==> src/hw/rtl/mwf_pkg.sv <==
`default_nettype none

package mwf_pkg;

  // coordinate widths follow the 4-bit row and column fields
  localparam int ROW_W  = 4;
  localparam int COL_W  = 4;
  localparam int ADDR_W = ROW_W + COL_W;
  localparam int MEM_DEPTH = 2 ** ADDR_W;

  // grid size; coordinates beyond the field range never lie on the grid
  localparam int GRID_ROWS = 16;
  localparam int GRID_COLS = 16;
  localparam int EFF_ROWS  = (GRID_ROWS < 2 ** ROW_W) ? GRID_ROWS : 2 ** ROW_W;
  localparam int EFF_COLS  = (GRID_COLS < 2 ** COL_W) ? GRID_COLS : 2 ** COL_W;

  // configuration port
  localparam int NUM_REGS = 4;
  localparam int PADDR_W  = $clog2(NUM_REGS) + 2;
  localparam int PDATA_W  = 32;

  localparam logic [$clog2(NUM_REGS)-1:0] REG_START_ROW = 2'd0;
  localparam logic [$clog2(NUM_REGS)-1:0] REG_START_COL = 2'd1;
  localparam logic [$clog2(NUM_REGS)-1:0] REG_GOAL_ROW  = 2'd2;
  localparam logic [$clog2(NUM_REGS)-1:0] REG_GOAL_COL  = 2'd3;

  localparam logic [ROW_W-1:0] RST_START_ROW = 4'd4;
  localparam logic [COL_W-1:0] RST_START_COL = 4'd0;
  localparam logic [ROW_W-1:0] RST_GOAL_ROW  = 4'd2;
  localparam logic [COL_W-1:0] RST_GOAL_COL  = 4'd11;

  typedef enum logic [1:0] {
    MARK_OPEN  = 2'd0,
    MARK_WALL  = 2'd1,
    MARK_ONCE  = 2'd2,
    MARK_AGAIN = 2'd3
  } mark_e;

  typedef enum logic [1:0] {
    CMD_WRITE = 2'd0,
    CMD_START = 2'd1,
    CMD_STEP  = 2'd2,
    CMD_NONE  = 2'd3
  } cmd_e;

  typedef enum logic [1:0] {
    DIR_RIGHT = 2'd0,
    DIR_UP    = 2'd1,
    DIR_LEFT  = 2'd2,
    DIR_DOWN  = 2'd3
  } dir_e;

  typedef struct packed {
    logic [ROW_W-1:0] start_row;
    logic [COL_W-1:0] start_col;
    logic [ROW_W-1:0] goal_row;
    logic [COL_W-1:0] goal_col;
  } cfg_t;

  typedef struct packed {
    logic              rd_en;
    logic [ADDR_W-1:0] rd_addr;
    logic              wr_en;
    logic [ADDR_W-1:0] wr_addr;
    mark_e             wr_data;
  } mem_req_t;

  // extended coordinates carry a borrow/carry bit that flags leaving the grid
  function automatic logic on_grid(input logic [ROW_W:0] r, input logic [COL_W:0] c);
    return !r[ROW_W] && !c[COL_W] &&
           (r < (ROW_W + 1)'(EFF_ROWS)) && (c < (COL_W + 1)'(EFF_COLS));
  endfunction

  function automatic logic [ROW_W:0] step_row(input logic [ROW_W-1:0] r, input dir_e d);
    logic [ROW_W:0] res;
    case (d)
      DIR_UP:   res = {1'b0, r} - (ROW_W + 1)'(1);
      DIR_DOWN: res = {1'b0, r} + (ROW_W + 1)'(1);
      default:  res = {1'b0, r};
    endcase
    return res;
  endfunction

  function automatic logic [COL_W:0] step_col(input logic [COL_W-1:0] c, input dir_e d);
    logic [COL_W:0] res;
    case (d)
      DIR_RIGHT: res = {1'b0, c} + (COL_W + 1)'(1);
      DIR_LEFT:  res = {1'b0, c} - (COL_W + 1)'(1);
      default:   res = {1'b0, c};
    endcase
    return res;
  endfunction

endpackage

`default_nettype wire

==> src/hw/rtl/mwf_in_if.sv <==
`default_nettype none

interface mwf_in_if;
  logic                     valid;
  logic                     ready;
  logic [1:0]               cmd;
  logic [mwf_pkg::ROW_W-1:0] cell_row;
  logic [mwf_pkg::COL_W-1:0] cell_col;
  logic                     is_wall;

  modport source (output valid, output cmd, output cell_row, output cell_col,
                  output is_wall, input ready);
  modport sink   (input valid, input cmd, input cell_row, input cell_col,
                  input is_wall, output ready);
endinterface

`default_nettype wire

==> src/hw/rtl/mwf_out_if.sv <==
`default_nettype none

interface mwf_out_if;
  logic                     valid;
  logic                     ready;
  logic [mwf_pkg::ROW_W-1:0] agent_row;
  logic [mwf_pkg::COL_W-1:0] agent_col;
  logic [1:0]               heading;
  logic [1:0]               cell_mark;
  logic                     moved;
  logic                     done_res;

  modport source (output valid, output agent_row, output agent_col, output heading,
                  output cell_mark, output moved, output done_res, input ready);
  modport sink   (input valid, input agent_row, input agent_col, input heading,
                  input cell_mark, input moved, input done_res, output ready);
endinterface

`default_nettype wire

==> src/hw/rtl/mwf_cell_mem.sv <==
`default_nettype none

module mwf_cell_mem (
  input  wire logic              clk_i,
  input  wire logic              rst_ni,
  input  wire mwf_pkg::mem_req_t req_i,
  output mwf_pkg::mark_e         rd_mark_o
);

  logic [1:0]                   mem [mwf_pkg::MEM_DEPTH];
  logic [1:0]                   rd_q;
  logic [mwf_pkg::MEM_DEPTH-1:0] valid_q;
  logic                         rd_vld_q;

  // cell storage, one write and one registered read per cycle
  always_ff @(posedge clk_i) begin
    if (req_i.wr_en) begin
      mem[req_i.wr_addr] <= req_i.wr_data;
    end
    if (req_i.rd_en) begin
      rd_q <= mem[req_i.rd_addr];
    end
  end

  // written flags: a cell never written reads as wall
  always_ff @(posedge clk_i or negedge rst_ni) begin
    if (!rst_ni) begin
      valid_q  <= '0;
      rd_vld_q <= 1'b0;
    end else begin
      if (req_i.wr_en) begin
        valid_q[req_i.wr_addr] <= 1'b1;
      end
      if (req_i.rd_en) begin
        rd_vld_q <= valid_q[req_i.rd_addr];
      end
    end
  end

  assign rd_mark_o = rd_vld_q ? mwf_pkg::mark_e'(rd_q) : mwf_pkg::MARK_WALL;

endmodule

`default_nettype wire

==> src/hw/rtl/mwf_cfg_regs.sv <==
`default_nettype none

module mwf_cfg_regs (
  input  wire logic                         clk_i,
  input  wire logic                         rst_ni,
  input  wire logic                         psel,
  input  wire logic                         penable,
  input  wire logic                         pwrite,
  input  wire logic [mwf_pkg::PADDR_W-1:0]  paddr,
  input  wire logic [mwf_pkg::PDATA_W-1:0]  pwdata,
  output logic      [mwf_pkg::PDATA_W-1:0]  prdata,
  output logic                              pready,
  output mwf_pkg::cfg_t                     cfg_o
);

  localparam int IDX_W = $clog2(mwf_pkg::NUM_REGS);

  mwf_pkg::cfg_t    cfg_q;
  logic [IDX_W-1:0] idx;
  logic             wr_stb;

  assign idx    = paddr[mwf_pkg::PADDR_W-1:2];
  assign wr_stb = psel && penable && pwrite;
  assign pready = 1'b1;
  assign cfg_o  = cfg_q;

  // register write on the access phase
  always_ff @(posedge clk_i or negedge rst_ni) begin
    if (!rst_ni) begin
      cfg_q.start_row <= mwf_pkg::RST_START_ROW;
      cfg_q.start_col <= mwf_pkg::RST_START_COL;
      cfg_q.goal_row  <= mwf_pkg::RST_GOAL_ROW;
      cfg_q.goal_col  <= mwf_pkg::RST_GOAL_COL;
    end else if (wr_stb) begin
      case (idx)
        mwf_pkg::REG_START_ROW: cfg_q.start_row <= pwdata[mwf_pkg::ROW_W-1:0];
        mwf_pkg::REG_START_COL: cfg_q.start_col <= pwdata[mwf_pkg::COL_W-1:0];
        mwf_pkg::REG_GOAL_ROW:  cfg_q.goal_row  <= pwdata[mwf_pkg::ROW_W-1:0];
        mwf_pkg::REG_GOAL_COL:  cfg_q.goal_col  <= pwdata[mwf_pkg::COL_W-1:0];
        default: ;
      endcase
    end
  end

  // read-back mux
  always_comb begin
    case (idx)
      mwf_pkg::REG_START_ROW: prdata = mwf_pkg::PDATA_W'(cfg_q.start_row);
      mwf_pkg::REG_START_COL: prdata = mwf_pkg::PDATA_W'(cfg_q.start_col);
      mwf_pkg::REG_GOAL_ROW:  prdata = mwf_pkg::PDATA_W'(cfg_q.goal_row);
      mwf_pkg::REG_GOAL_COL:  prdata = mwf_pkg::PDATA_W'(cfg_q.goal_col);
      default:                prdata = '0;
    endcase
  end

endmodule

`default_nettype wire

==> src/hw/rtl/mwf_seq.sv <==
`default_nettype none

module mwf_seq (
  input  wire logic           clk_i,
  input  wire logic           rst_ni,
  input  wire mwf_pkg::cfg_t  cfg_i,
  mwf_in_if.sink              in_if,
  mwf_out_if.source           out_if,
  output mwf_pkg::mem_req_t   mem_req_o,
  input  wire mwf_pkg::mark_e rd_mark_i
);

  localparam int ROW_W = mwf_pkg::ROW_W;
  localparam int COL_W = mwf_pkg::COL_W;

  typedef enum logic [2:0] {
    S_IDLE,
    S_EXEC,
    S_PROBE,
    S_CHECK,
    S_READ,
    S_MARK
  } state_e;

  state_e            state_q;
  mwf_pkg::cmd_e     cmd_q;
  logic [ROW_W-1:0]  row_q;
  logic [COL_W-1:0]  col_q;
  logic              wall_q;
  logic [ROW_W-1:0]  pos_row_q;
  logic [COL_W-1:0]  pos_col_q;
  mwf_pkg::dir_e     head_q;
  logic              reached_q;
  logic              moved_q;
  logic [1:0]        k_q;

  logic              out_valid_q;
  logic [ROW_W-1:0]  out_row_q;
  logic [COL_W-1:0]  out_col_q;
  mwf_pkg::dir_e     out_head_q;
  mwf_pkg::mark_e    out_mark_q;
  logic              out_moved_q;
  logic              out_done_q;

  mwf_pkg::dir_e     nb_dir;
  logic [ROW_W:0]    nb_row;
  logic [COL_W:0]    nb_col;
  logic              nb_on;
  mwf_pkg::mark_e    nb_mark;
  logic              nb_free;
  logic              pos_on;
  logic              out_free;

  // neighbour under test: right turn, straight, left turn, back
  assign nb_dir  = mwf_pkg::dir_e'(2'(head_q + k_q + 2'd3));
  assign nb_row  = mwf_pkg::step_row(pos_row_q, nb_dir);
  assign nb_col  = mwf_pkg::step_col(pos_col_q, nb_dir);
  assign nb_on   = mwf_pkg::on_grid(nb_row, nb_col);
  assign nb_mark = nb_on ? rd_mark_i : mwf_pkg::MARK_WALL;
  assign nb_free = (nb_mark != mwf_pkg::MARK_WALL);
  assign pos_on  = mwf_pkg::on_grid({1'b0, pos_row_q}, {1'b0, pos_col_q});

  assign out_free = !out_valid_q || out_if.ready;

  assign in_if.ready      = (state_q == S_IDLE);
  assign out_if.valid     = out_valid_q;
  assign out_if.agent_row = out_row_q;
  assign out_if.agent_col = out_col_q;
  assign out_if.heading   = out_head_q;
  assign out_if.cell_mark = out_mark_q;
  assign out_if.moved     = out_moved_q;
  assign out_if.done_res  = out_done_q;

  // memory requests; reads and writes fall in different states, so no forwarding
  always_comb begin
    mem_req_o = '0;
    case (state_q)
      S_EXEC: begin
        if (cmd_q == mwf_pkg::CMD_WRITE) begin
          mem_req_o.wr_en   = mwf_pkg::on_grid({1'b0, row_q}, {1'b0, col_q});
          mem_req_o.wr_addr = {row_q, col_q};
          mem_req_o.wr_data = wall_q ? mwf_pkg::MARK_WALL : mwf_pkg::MARK_OPEN;
        end else if (cmd_q == mwf_pkg::CMD_START) begin
          mem_req_o.wr_en   = mwf_pkg::on_grid({1'b0, cfg_i.start_row},
                                               {1'b0, cfg_i.start_col});
          mem_req_o.wr_addr = {cfg_i.start_row, cfg_i.start_col};
          mem_req_o.wr_data = mwf_pkg::MARK_ONCE;
        end
      end
      S_PROBE: begin
        mem_req_o.rd_en   = 1'b1;
        mem_req_o.rd_addr = {nb_row[ROW_W-1:0], nb_col[COL_W-1:0]};
      end
      S_CHECK: begin
        mem_req_o.wr_en   = nb_free;
        mem_req_o.wr_addr = {nb_row[ROW_W-1:0], nb_col[COL_W-1:0]};
        mem_req_o.wr_data = (nb_mark == mwf_pkg::MARK_OPEN) ? mwf_pkg::MARK_ONCE
                                                            : mwf_pkg::MARK_AGAIN;
      end
      S_READ: begin
        mem_req_o.rd_en   = 1'b1;
        mem_req_o.rd_addr = {pos_row_q, pos_col_q};
      end
      default: ;
    endcase
  end

  // command sequencer and result register
  always_ff @(posedge clk_i or negedge rst_ni) begin
    if (!rst_ni) begin
      state_q     <= S_IDLE;
      cmd_q       <= mwf_pkg::CMD_NONE;
      row_q       <= '0;
      col_q       <= '0;
      wall_q      <= 1'b0;
      pos_row_q   <= '0;
      pos_col_q   <= '0;
      head_q      <= mwf_pkg::DIR_RIGHT;
      reached_q   <= 1'b0;
      moved_q     <= 1'b0;
      k_q         <= '0;
      out_valid_q <= 1'b0;
      out_row_q   <= '0;
      out_col_q   <= '0;
      out_head_q  <= mwf_pkg::DIR_RIGHT;
      out_mark_q  <= mwf_pkg::MARK_WALL;
      out_moved_q <= 1'b0;
      out_done_q  <= 1'b0;
    end else begin
      // result taken; a new one loaded in S_MARK takes its place instead
      if (out_valid_q && out_if.ready && (state_q != S_MARK)) begin
        out_valid_q <= 1'b0;
      end
      case (state_q)
        S_IDLE: begin
          if (in_if.valid) begin
            cmd_q   <= mwf_pkg::cmd_e'(in_if.cmd);
            row_q   <= in_if.cell_row;
            col_q   <= in_if.cell_col;
            wall_q  <= in_if.is_wall;
            state_q <= S_EXEC;
          end
        end
        S_EXEC: begin
          moved_q <= 1'b0;
          k_q     <= '0;
          case (cmd_q)
            mwf_pkg::CMD_WRITE: state_q <= S_READ;
            mwf_pkg::CMD_START: begin
              pos_row_q <= cfg_i.start_row;
              pos_col_q <= cfg_i.start_col;
              head_q    <= mwf_pkg::DIR_RIGHT;
              reached_q <= (cfg_i.start_row == cfg_i.goal_row) &&
                           (cfg_i.start_col == cfg_i.goal_col);
              state_q   <= S_READ;
            end
            mwf_pkg::CMD_STEP: state_q <= reached_q ? S_READ : S_PROBE;
            default:           state_q <= S_IDLE;
          endcase
        end
        S_PROBE: state_q <= S_CHECK;
        S_CHECK: begin
          if (nb_free) begin
            pos_row_q <= nb_row[ROW_W-1:0];
            pos_col_q <= nb_col[COL_W-1:0];
            head_q    <= nb_dir;
            moved_q   <= 1'b1;
            reached_q <= (nb_row[ROW_W-1:0] == cfg_i.goal_row) &&
                         (nb_col[COL_W-1:0] == cfg_i.goal_col);
            state_q   <= S_READ;
          end else if (k_q == 2'd3) begin
            // boxed in: nothing changes
            state_q <= S_READ;
          end else begin
            k_q     <= k_q + 2'd1;
            state_q <= S_PROBE;
          end
        end
        S_READ: state_q <= S_MARK;
        S_MARK: begin
          // hold here until the result slot frees up
          if (out_free) begin
            out_valid_q <= 1'b1;
            out_row_q   <= pos_row_q;
            out_col_q   <= pos_col_q;
            out_head_q  <= head_q;
            out_mark_q  <= pos_on ? rd_mark_i : mwf_pkg::MARK_WALL;
            out_moved_q <= moved_q;
            out_done_q  <= reached_q;
            state_q     <= S_IDLE;
          end
        end
        default: state_q <= S_IDLE;
      endcase
    end
  end

endmodule

`default_nettype wire

==> src/hw/rtl/maze_wall_follower_core.sv <==
// Right-hand wall follower over a 16 x 16 grid of 2-bit cell marks.
// Input channel (in_if): one word per command. cmd 0 writes a cell (wall or
// open), cmd 1 places the agent on the start cell facing right, cmd 2 takes
// one step; cmd 3 is dropped and gives no result.
// Output channel (out_if): one word per cmd 0/1/2 with agent position,
// heading, the mark on the agent's cell, a moved flag and the done flag.
// Start and goal cells sit in four registers on the APB-style port at byte
// addresses 0, 4, 8 and 12; write them only while the block is idle.
// A step probes one to four neighbours, or none when the goal is already
// reached. Each probe is a read of the cell memory followed by a decision;
// the decision that finds a free neighbour also writes its visit mark, and
// a read-back of the agent's cell follows. One command is in flight at a
// time; in_if.ready is high only while the sequencer is idle, so a new
// command is taken only after the last one has finished.
// Reset makes every cell a wall (per-cell written flags), puts the agent at
// row 0, column 0 facing right and loads the register defaults.
// A stalled receiver holds the result; the next command is still taken and
// runs up to its result, which waits until the pending word is taken.
`default_nettype none

module maze_wall_follower_core (
  input  wire logic                         clk_i,
  input  wire logic                         rst_ni,
  mwf_in_if.sink                            in_if,
  mwf_out_if.source                         out_if,
  input  wire logic                         psel,
  input  wire logic                         penable,
  input  wire logic                         pwrite,
  input  wire logic [mwf_pkg::PADDR_W-1:0]  paddr,
  input  wire logic [mwf_pkg::PDATA_W-1:0]  pwdata,
  output logic      [mwf_pkg::PDATA_W-1:0]  prdata,
  output logic                              pready
);

  mwf_pkg::cfg_t     cfg;
  mwf_pkg::mem_req_t mem_req;
  mwf_pkg::mark_e    rd_mark;

  // configuration registers
  mwf_cfg_regs u_cfg (
    .clk_i   (clk_i),
    .rst_ni  (rst_ni),
    .psel    (psel),
    .penable (penable),
    .pwrite  (pwrite),
    .paddr   (paddr),
    .pwdata  (pwdata),
    .prdata  (prdata),
    .pready  (pready),
    .cfg_o   (cfg)
  );

  // cell memory
  mwf_cell_mem u_mem (
    .clk_i     (clk_i),
    .rst_ni    (rst_ni),
    .req_i     (mem_req),
    .rd_mark_o (rd_mark)
  );

  // command sequencer
  mwf_seq u_seq (
    .clk_i     (clk_i),
    .rst_ni    (rst_ni),
    .cfg_i     (cfg),
    .in_if     (in_if),
    .out_if    (out_if),
    .mem_req_o (mem_req),
    .rd_mark_i (rd_mark)
  );

  // checks
  a_busy_after_accept: assert property (@(posedge clk_i) disable iff (!rst_ni)
    (in_if.valid && in_if.ready) |=> !in_if.ready)
    else $error("command taken while the previous one is in flight");

  a_no_rw_overlap: assert property (@(posedge clk_i) disable iff (!rst_ni)
    !(mem_req.rd_en && mem_req.wr_en))
    else $error("cell read and write issued in the same cycle");

  a_moved_marks_visit: assert property (@(posedge clk_i) disable iff (!rst_ni)
    (out_if.valid && out_if.moved) |->
      (out_if.cell_mark == mwf_pkg::MARK_ONCE || out_if.cell_mark == mwf_pkg::MARK_AGAIN))
    else $error("agent moved onto a cell without a visit mark");

  a_done_on_goal: assert property (@(posedge clk_i) disable iff (!rst_ni)
    (out_if.valid && out_if.moved && out_if.done_res) |->
      (out_if.agent_row == cfg.goal_row && out_if.agent_col == cfg.goal_col))
    else $error("done set by a step that did not land on the goal");

endmodule

`default_nettype wire
==> src/flat_wrapper.sv <==
// flat-port wrapper written by rule: the top's interface ports become plain ports
module maze_wall_follower_core_flat 
  (clk_i, rst_ni, psel, penable, pwrite, paddr, pwdata, prdata, pready, in_if_valid, in_if_cmd, in_if_cell_row, in_if_cell_col, in_if_is_wall, in_if_ready, out_if_valid, out_if_agent_row, out_if_agent_col, out_if_heading, out_if_cell_mark, out_if_moved, out_if_done_res, out_if_ready);
  mwf_in_if in_if_i ();
  mwf_out_if out_if_i ();
  input  wire logic clk_i;
  input  wire logic rst_ni;
  input  wire logic psel;
  input  wire logic penable;
  input  wire logic pwrite;
  input  wire logic [mwf_pkg::PADDR_W-1:0] paddr;
  input  wire logic [mwf_pkg::PDATA_W-1:0] pwdata;
  output logic      [mwf_pkg::PDATA_W-1:0] prdata;
  output logic pready;
  input wire logic [$bits(in_if_i.valid)-1:0] in_if_valid;
  input wire logic [$bits(in_if_i.cmd)-1:0] in_if_cmd;
  input wire logic [$bits(in_if_i.cell_row)-1:0] in_if_cell_row;
  input wire logic [$bits(in_if_i.cell_col)-1:0] in_if_cell_col;
  input wire logic [$bits(in_if_i.is_wall)-1:0] in_if_is_wall;
  output wire logic [$bits(in_if_i.ready)-1:0] in_if_ready;
  output wire logic [$bits(out_if_i.valid)-1:0] out_if_valid;
  output wire logic [$bits(out_if_i.agent_row)-1:0] out_if_agent_row;
  output wire logic [$bits(out_if_i.agent_col)-1:0] out_if_agent_col;
  output wire logic [$bits(out_if_i.heading)-1:0] out_if_heading;
  output wire logic [$bits(out_if_i.cell_mark)-1:0] out_if_cell_mark;
  output wire logic [$bits(out_if_i.moved)-1:0] out_if_moved;
  output wire logic [$bits(out_if_i.done_res)-1:0] out_if_done_res;
  input wire logic [$bits(out_if_i.ready)-1:0] out_if_ready;
  assign in_if_i.valid = in_if_valid;
  assign in_if_i.cmd = in_if_cmd;
  assign in_if_i.cell_row = in_if_cell_row;
  assign in_if_i.cell_col = in_if_cell_col;
  assign in_if_i.is_wall = in_if_is_wall;
  assign in_if_ready = in_if_i.ready;
  assign out_if_valid = out_if_i.valid;
  assign out_if_agent_row = out_if_i.agent_row;
  assign out_if_agent_col = out_if_i.agent_col;
  assign out_if_heading = out_if_i.heading;
  assign out_if_cell_mark = out_if_i.cell_mark;
  assign out_if_moved = out_if_i.moved;
  assign out_if_done_res = out_if_i.done_res;
  assign out_if_i.ready = out_if_ready;
  maze_wall_follower_core u_core (.clk_i(clk_i), .rst_ni(rst_ni), .in_if(in_if_i), .out_if(out_if_i), .psel(psel), .penable(penable), .pwrite(pwrite), .paddr(paddr), .pwdata(pwdata), .prdata(prdata), .pready(pready));
endmodule
==> config.mk <==
export PLATFORM = sky130hd
export DESIGN_NAME = maze_wall_follower_core_flat
export DESIGN_NICKNAME = d
export VERILOG_FILES = /design/src/hw/rtl/mwf_pkg.sv /design/src/hw/rtl/mwf_in_if.sv /design/src/hw/rtl/mwf_out_if.sv /design/src/hw/rtl/mwf_cell_mem.sv /design/src/hw/rtl/mwf_cfg_regs.sv /design/src/hw/rtl/mwf_seq.sv /design/src/hw/rtl/maze_wall_follower_core.sv /design/src/flat_wrapper.sv
export SDC_FILE = /design/constraint.sdc
export NUM_CORES = 1
export LEC_CHECK = 0
export BUFFER_PORTS_ARGS = -buffer_cell sky130_fd_sc_hd__buf_4
export CAP_MARGIN = 10
export CORE_MARGIN = 2
export CORE_UTILIZATION = 25
export DETAILED_ROUTE_END_ITERATION = 12
export GPL_TIMING_DRIVEN = 0
export PLACE_DENSITY_LB_ADDON = 0.15
export SLEW_MARGIN = 20
export SYNTH_ARGS = -nofsm -noshare
export SYNTH_HDL_FRONTEND = slang
export SYNTH_HIERARCHICAL = 1
export SYNTH_SLANG_ARGS = --single-unit
==> constraint.sdc <==
create_clock -name clk_i -period 13.86 [get_ports clk_i]
set_clock_uncertainty 0.05 [all_clocks]
set_input_delay 2.079 -clock clk_i [delete_from_list [all_inputs] [get_ports clk_i]]
set_output_delay 2.079 -clock clk_i [all_outputs]
set_load 0.05 [all_outputs]
==> impl_metrics.yaml, run 1 <==
sta:
  rsz0062_at_grt: "no"
  setup_viol: 0
  relSlewSlack_pct: 16.0
  whs_ns: 0.407
  slew_violations: 0
  fin_crit_sh_pct: 51.3
  hold_viol_final: 0
  worst_pin_slew_ns: 1.26
  fmaxAchievable_ghz: 0.141
  finalSetupTns_ns: 0
  min_period_ns: 7.11
yosys:
  ys_async_sr_fraction_pct: 38.1
  netlist_top_cells_count: "514 x edfxtp_1, 308 x dfrtp_1, 294 x nor2_1"
  seq_area_frac_synth_pct: 67.1
  yosys_warnings: 6
  synth-edff-count: 514
  yosysTopAreaCell: "edfxtp_1"
  synth_top_cells_by_area: "edfxtp_1 44%, dfrtp_1 22%, mux4_2 11%, or2_2 4.6%, nor2_1 3.2%"
  synth.top_cell.area_share_pct: 44.4
  syn_area_sq_um: 34800
  synth_area_per_cell_sq_um: 15.4
  yosys.cell_count.top_type: "edfxtp_1"
  yosys_register_bits: 830
  synthCells: 2260
  synth.distinct_cells: 73
  synth_flop_cell: "edfxtp_1"
die:
  boundaryPins: 103
  die_width_um: 377
  start_util_pct: 25.2
  die_y_um: 377
  dieArea_sq_um: 142000
  core-area_sq_um: 138000
  rows: 136
cts:
  cts_made_buffers: 91
  cts_max_level: 3
  cts_sinks: 830
  cts_tree: "done"
  clkTransAtPathRegs_ns: 0.06
  holdBufCountCts: 0
  post-cts-setup-buffer-count: 0
  cts_max_path_buffers: 3
  cts-root-buf: "clkbuf_16"
  clk_latency_ns: 0.70
  cts_resized: 0
power_and_ir_drop:
  powerDensity_nw_per_um2: 223
  pwr-share-clk_pct: 27.0
  pwr-share-seq_pct: 33.9
  p_int_mw: 5.60
  leakage_nw: 15.6
  pwr-share-comb_pct: 39.1
  swShare_pct: 38.9
  switchingPower_mw: 3.56
  ir_drop_mv: 0.117
finish:
  drive_above_1_share_pct: 32.1
  syn_to_final_growth_pct: 18.2
  postLayoutCellArea_sq_um: 41100
  fin_util_pct: 29.8
  instances_no_fill: 4320
  nets: 2508
  diodes: 0
  fillers: 13700
worst_setup_path:
  r2r_end: "u_core/u_mem/rd_q[0]$_DFFE_PP_"
  reg2reg_slack_ns: 6.75
  end_kind: "flop"
  cp-endpoint: "u_core/u_mem/rd_q[0]$_DFFE_PP_"
  crit_type: "flop to flop"
  reg2reg_depth: 21
  rr_startpoint: "u_core/u_seq/head_q[0]$_DFFE_PN0P_"
  crit_start: "u_core/u_seq/head_q[0]$_DFFE_PN0P_"
  cp.required_ns: 14.39
  path_max_fanout: 10
  critPathLaunchType: "flop"
  arrival_ns: 7.64
drt:
  firstDrtPassIters: 6
  wire_per_inst_um: 27.6
  initialDrtViolationCount: 1990
  drt-total-wl_um: 119000
  avgViaCountPerCell: 4.80
  ant_nets: 0
  vias: 20700
  drcViolationCount: 0
placed_design:
  post-place-cells: 4148
  place_congestion: 0.859
  io_buffers: 41
  dpl.hpwl_um: 82500
  placed_cell_area_sq_um: 38000
global_routing:
  antenna_found_initial: 2
  grt_max_degree: 91
  grt_overflow: 0
  track_usage_pct: 16.8
  grt_pass1_wl_um: 167000
  grt_pass1_vias: 21500
status:
  status: "completed"
job:
  drv_cap: 0
min_path:
  hp-class: "flop to flop"
-- critical path: stages (launching register included) --
cell	delay, ns
dfrtp_1	0.42
inv_1	0.06
ha_1	0.40
buf_2	0.29
buf_1	0.43
nand2b_1	0.12
xnor2_1	0.14
ha_1	0.25
or3_1	0.37
a21boi_2	0.23
xnor2_2	0.19
nor2_1	0.07
a21oi_1	0.16
nor2_1	0.13
buf_2	0.35
nor2_1	0.92
clkbuf_1	0.95
a22oi_1	0.30
a21oi_1	0.69
nor4_1	0.11
o22ai_1	0.16
or3_1	0.14
-- per-layer routing --
layer | GRT usage (%) | part of all wire, % | vias to the layer above
met5 | 0 | 0.0092 | -
met4 | 5.52 | 2.8 | 2
met3 | 3.06 | 6.3 | 149
met1 | 22.5 | 43 | 11100
li1 | - | - | 8820
met2 | 27.4 | 48 | 680
-- registers in the layout (all words and copies together) (netlist names), 3 cells and up --
signal / count
u_core/u_mem/mem: 512
u_core/u_seq/out_if.agent_col: 4
u_core/u_seq/state_q: 3
u_core/u_seq/pos_col_q: 4
u_core/u_seq/out_if.agent_row: 4
u_core/u_cfg/cfg_o: 16
u_core/u_seq/row_q: 4
u_core/u_seq/col_q: 4
u_core/u_mem/valid_q: 256
u_core/u_seq/pos_row_q: 4
-- cell families (layout without fill, tap and decap cells) --
group / Yosys count / after routing / synth area share [%]
adder cells (fa/ha/maj): 7 / 7 / 0.273
flip-flops: 830 / 830 / 67.1
AO/OA/AOI/OAI: 219 / 219 / 4.24
AND/OR/NAND/NOR: 731 / 731 / 10.6
other: 2 / 29 / 0.0216
buffers and inverters: 171 / 410 / 2.55
multiplexers: 274 / 274 / 14.4
XOR/XNOR: 26 / 26 / 0.720
-- placed cells by master (no fill, tap or decap), types with 6 or more instances in the layout --
cell	instances
edfxtp_1	514
dfrtp_1	308
nor2_1	294
or2_2	257
mux4_2	177
clkbuf_16	94
buf_4	80
a22oi_1	77
clkbuf_1	71
nand2_1	63
a21oi_1	55
mux2i_1	49
mux2_2	47
conb_1	29
clkbuf_2	24
nand3_1	24
buf_2	23
o22ai_1	18
o21ai_0	18
clkinv_2	17
inv_1	16
nor4_1	16
buf_6	15
nand2b_1	15
xor2_1	15
nor3_1	13
o221ai_1	13
clkbuf_8	11
buf_16	11
clkinv_1	10
nor2b_1	10
xnor2_1	9
buf_8	8
dfstp_2	8
clkinvlp_4	7
bufinv_16	6
or3_1	6
nand4_1	6
ha_1	6
-- worst min-delay path by stage --
| stage | from | end | slack (ns) | cells past startpoint |
|---|---|---|---|---|
| after floorplan | u_core/u_mem/valid_q[19]$_DFFE_PN0P_ | u_core/u_mem/valid_q[19]$_DFFE_PN0P_ | 0.38 | 1 |
| after global placement | u_core/u_mem/valid_q[242]$_DFFE_PN0P_ | u_core/u_mem/valid_q[242]$_DFFE_PN0P_ | 0.39 | 1 |
| after detailed placement | u_core/u_mem/valid_q[182]$_DFFE_PN0P_ | u_core/u_mem/valid_q[182]$_DFFE_PN0P_ | 0.40 | 1 |
| after CTS | u_core/u_mem/valid_q[227]$_DFFE_PN0P_ | u_core/u_mem/valid_q[227]$_DFFE_PN0P_ | 0.41 | 1 |
| after global routing | u_core/u_mem/valid_q[227]$_DFFE_PN0P_ | u_core/u_mem/valid_q[227]$_DFFE_PN0P_ | 0.42 | 1 |
| final | u_core/u_mem/valid_q[182]$_DFFE_PN0P_ | u_core/u_mem/valid_q[182]$_DFFE_PN0P_ | 0.41 | 1 |
-- power by group through the flow --
stage          clock (mW)  sequential [mW]  combinational, mW
2_1_floorplan           0             3.26               1.97
3_3_place_gp            0             3.33               3.46
3_5_place_dp            0             3.15               3.60
4_1_cts              2.54             3.11               3.60
5_1_grt              2.64             3.12               3.77
6_report             2.47             3.10               3.58
-- metrics by stage --
| step | total power [mW] | worst slack (ns) |
|---|---|---|
| 2_1_floorplan | 5.23 | 5.64 |
| 5_1_grt | 9.53 | 6.58 |
| 3_3_place_gp | 6.79 | -1.34 |
| 4_1_cts | 9.25 | 6.68 |
| 6_report | 9.16 | 6.75 |
| 3_5_place_dp | 6.75 | 6.70 |
-- layout make-up --
| class | instances | area, sq um | area share, % |
|---|---|---|---|
| flip-flops and latches | 830 | 23400 | 56.8 |
| clock inverters | 50 | 514 | 1.25 |
| multi-input cells | 1286 | 10700 | 26.0 |
| clock buffers | 122 | 2570 | 6.25 |
| plain buffers | 154 | 855 | 2.08 |
| inverters | 17 | 63.8 | 0.155 |
| well taps | 1794 | 2240 | 5.46 |
| repair buffers | 67 | 831 | 2.02 |
Note: power is estimated with default switching activity, not from simulation.
==> run 2: changes to the inputs <==
clock period = 5.77 ns   (was 13.86 ns; I/O delays follow)
==> run 2 against run 1 <==
Sequential share of layout area down 0.50 points. Worst setup slack got worse by 6.7 ns. Hold slack got worse by 0.33 ns. Clock-buffer cell count decreased by 1. Via count increased by 0.49%. Combinational power up 150%. Largest cell class unchanged. Largest power group unchanged.
==> impl_metrics.yaml, run 2 (synthesis gave the netlist of run 1 again) <==
finish:
  syn_to_final_growth_pct: 19.2
  postLayoutCellArea_sq_um: 41500
  nets: 2511
  final_cell_mix: "514 x edfxtp_1, 308 x dfrtp_1, 289 x nor2_1"
  largest_register: "u_core/u_mem/mem"
  final_common_cell: "edfxtp_1"
  diodes: 0
  largest_reg_flops: 512
  drive_above_1_share_pct: 34.3
cts:
  cts_sinks: 830
  cts_made_buffers: 92
  cts_max_path_buffers: 3
  clkTransAtPathRegs_ns: 0.06
  cts_max_level: 3
  clk_latency_ns: 0.71
  cts_tree: "done"
  cts-root-buf: "clkbuf_16"
worst_setup_path:
  crit_family: "simple AND/OR/NAND/NOR gates"
  cp.required_ns: 6.07
  end_kind: "flop"
  arrival_ns: 5.97
  crit_slowest_cell: "buf_2"
  crit_type: "flop to flop"
  crit_start: "u_core/u_seq/k_q[0]$_DFFE_PN0P_"
  cpPeakStageDelay_ns: 0.54
  r2r_end: "u_core/u_mem/mem[218][1]$_DFFE_PP_"
  crit_chain: "inv_1 -> ha_1 -> buf_4 -> buf_2 -> buf_4 -> or2_2 -> inv_1 -> fa_1 -> nand2b_1 -> a21oi_2 -> xor2_1 -> o21ai_1 -> nand3_1 -> nand2_1 -> nand2_1 -> nor2_1 -> nand2_1 -> buf_2 -> nor2_1"
  cp_num_buf_inv: 6
  rr_startpoint: "u_core/u_seq/k_q[0]$_DFFE_PN0P_"
  cp_common_cell: "nand2_1"
  reg2reg_slack_ns: 0.1
  cp.depth: 19
  cp-endpoint: "u_core/u_mem/mem[218][1]$_DFFE_PP_"
  critPathLaunchType: "flop"
  path_max_fanout: 10
  reg2reg_depth: 19
drt:
  wire_per_inst_um: 27.7
  drcViolationCount: 0
  vias: 20800
  avgViaCountPerCell: 4.82
  initialDrtViolationCount: 2338
  firstDrtPassIters: 5
  ant_nets: 0
  drt-total-wl_um: 120000
job:
  drv_cap: 0
die:
  dieArea_sq_um: 142000
  rows: 136
  die_width_um: 377
  die_y_um: 377
  core-area_sq_um: 138000
  start_util_pct: 25.2
  boundaryPins: 103
sta:
  hold_viol_final: 0
  relSlewSlack_pct: 24.7
  worst_pin_slew_ns: 1.13
  fin_crit_sh_pct: 98.3
  min_period_ns: 5.67
  slew_violations: 0
  fmaxAchievable_ghz: 0.176
  setup_viol: 0
  rsz0062_at_grt: "yes"
  whs_ns: 0.0792
placed_design:
  placed_cell_area_sq_um: 38100
  io_buffers: 41
  place_congestion: 0.876
  dpl.hpwl_um: 83100
power_and_ir_drop:
  ir_drop_mv: 0.300
  powerDensity_nw_per_um2: 540
  leakage_nw: 15.8
global_routing:
  grt_pass1_wl_um: 169000
  grt_overflow: 0
  track_usage_pct: 16.9
  grt_pass1_vias: 21500
  grt_max_degree: 88
  antenna_found_initial: 7
min_path:
  hp-class: "input pin to asynchronous set/reset pin"
status:
  status: "completed"
run 2: cell types whose count changed in the layout (fill, tap and decap cells not counted), moves of 5 or more:
cell        previous run  this run
buf_4                 80        90
nor2_1               294       289
buf_2                 23        28
clkinvlp_4             7         2
buf_8                  8        17
nand2_1               63        56
clkbuf_1              71        52
clkbuf_4               0        10
clkinv_2              17        24
nand2_2                0         7
clkinv_1              10         5
run 2: cell type report:
cell class | instances | area (sq um)
clock buffers | 121 | 2540
plain buffers | 152 | 946
inverters | 17 | 63.8
flip-flops and latches | 830 | 23400
clock inverters | 52 | 606
well taps | 1794 | 2240
multi-input cells | 1286 | 10800
fillers | 13700 | 96400
repair buffers | 71 | 895
run 2: layer usage:
| layer | track usage, % | wire length (um) | vias to the layer above |
|---|---|---|---|
| met1 | 23.3 | 52900 | 11100 |
| met4 | 5.08 | 3300 | 0 |
| met3 | 2.89 | 7190 | 171 |
| li1 | - | - | 8823 |
| met5 | 0 | 0 | - |
| met2 | 27.4 | 56500 | 728 |
run 2: worst min path at each step:
stage | cells after the start | from | endpoint
floorplan | 1 | u_core/u_mem/valid_q[19]$_DFFE_PN0P_ | u_core/u_mem/valid_q[19]$_DFFE_PN0P_
global placement | 1 | u_core/u_mem/valid_q[66]$_DFFE_PN0P_ | u_core/u_mem/valid_q[66]$_DFFE_PN0P_
detailed placement | 1 | u_core/u_mem/valid_q[183]$_DFFE_PN0P_ | u_core/u_mem/valid_q[183]$_DFFE_PN0P_
CTS | 1 | rst_ni | u_core/u_cfg/cfg_o[6]$_DFFE_PN0P_
global route | 1 | rst_ni | u_core/u_cfg/cfg_o[6]$_DFFE_PN0P_
finish | 1 | rst_ni | u_core/u_cfg/cfg_o[6]$_DFFE_PN0P_
run 2: power by group:
part | internal, mW | switching [mW]
logic | 2.95 | 5.89
clock network | 3.58 | 2.51
registers | 7.24 | 0.219
total | 13.8 | 8.62
run 2: repair_timing:
item	4_1_cts	5_1_grt
resized for setup	47	53
hold endpoints to repair	0	0
setup endpoints to repair	122	334
hold buffers	0	0
pin swaps	0	1
setup buffers	0	1
run 2: per-stage QoR:
| stage | instances | setup WS [ns] | total power [mW] | TNS (ns) | utilization, % |
|---|---|---|---|---|---|
| floorplan | 2287 | 0.0138 | 12.6 | 0 | - |
| global placement | 4122 | -4.24 | 16.0 | -2231.77 | 27.2 |
| detailed placement | 4151 | -1.33 | 16.3 | -23.39 | 27.6 |
| CTS | 4323 | 0.00638 | 22.5 | 0 | 30.0 |
| global route | 4323 | -0.192 | 23.3 | -7.52 | 30.1 |
| finish | 4323 | 0.0978 | 22.4 | 0 | 30.1 |
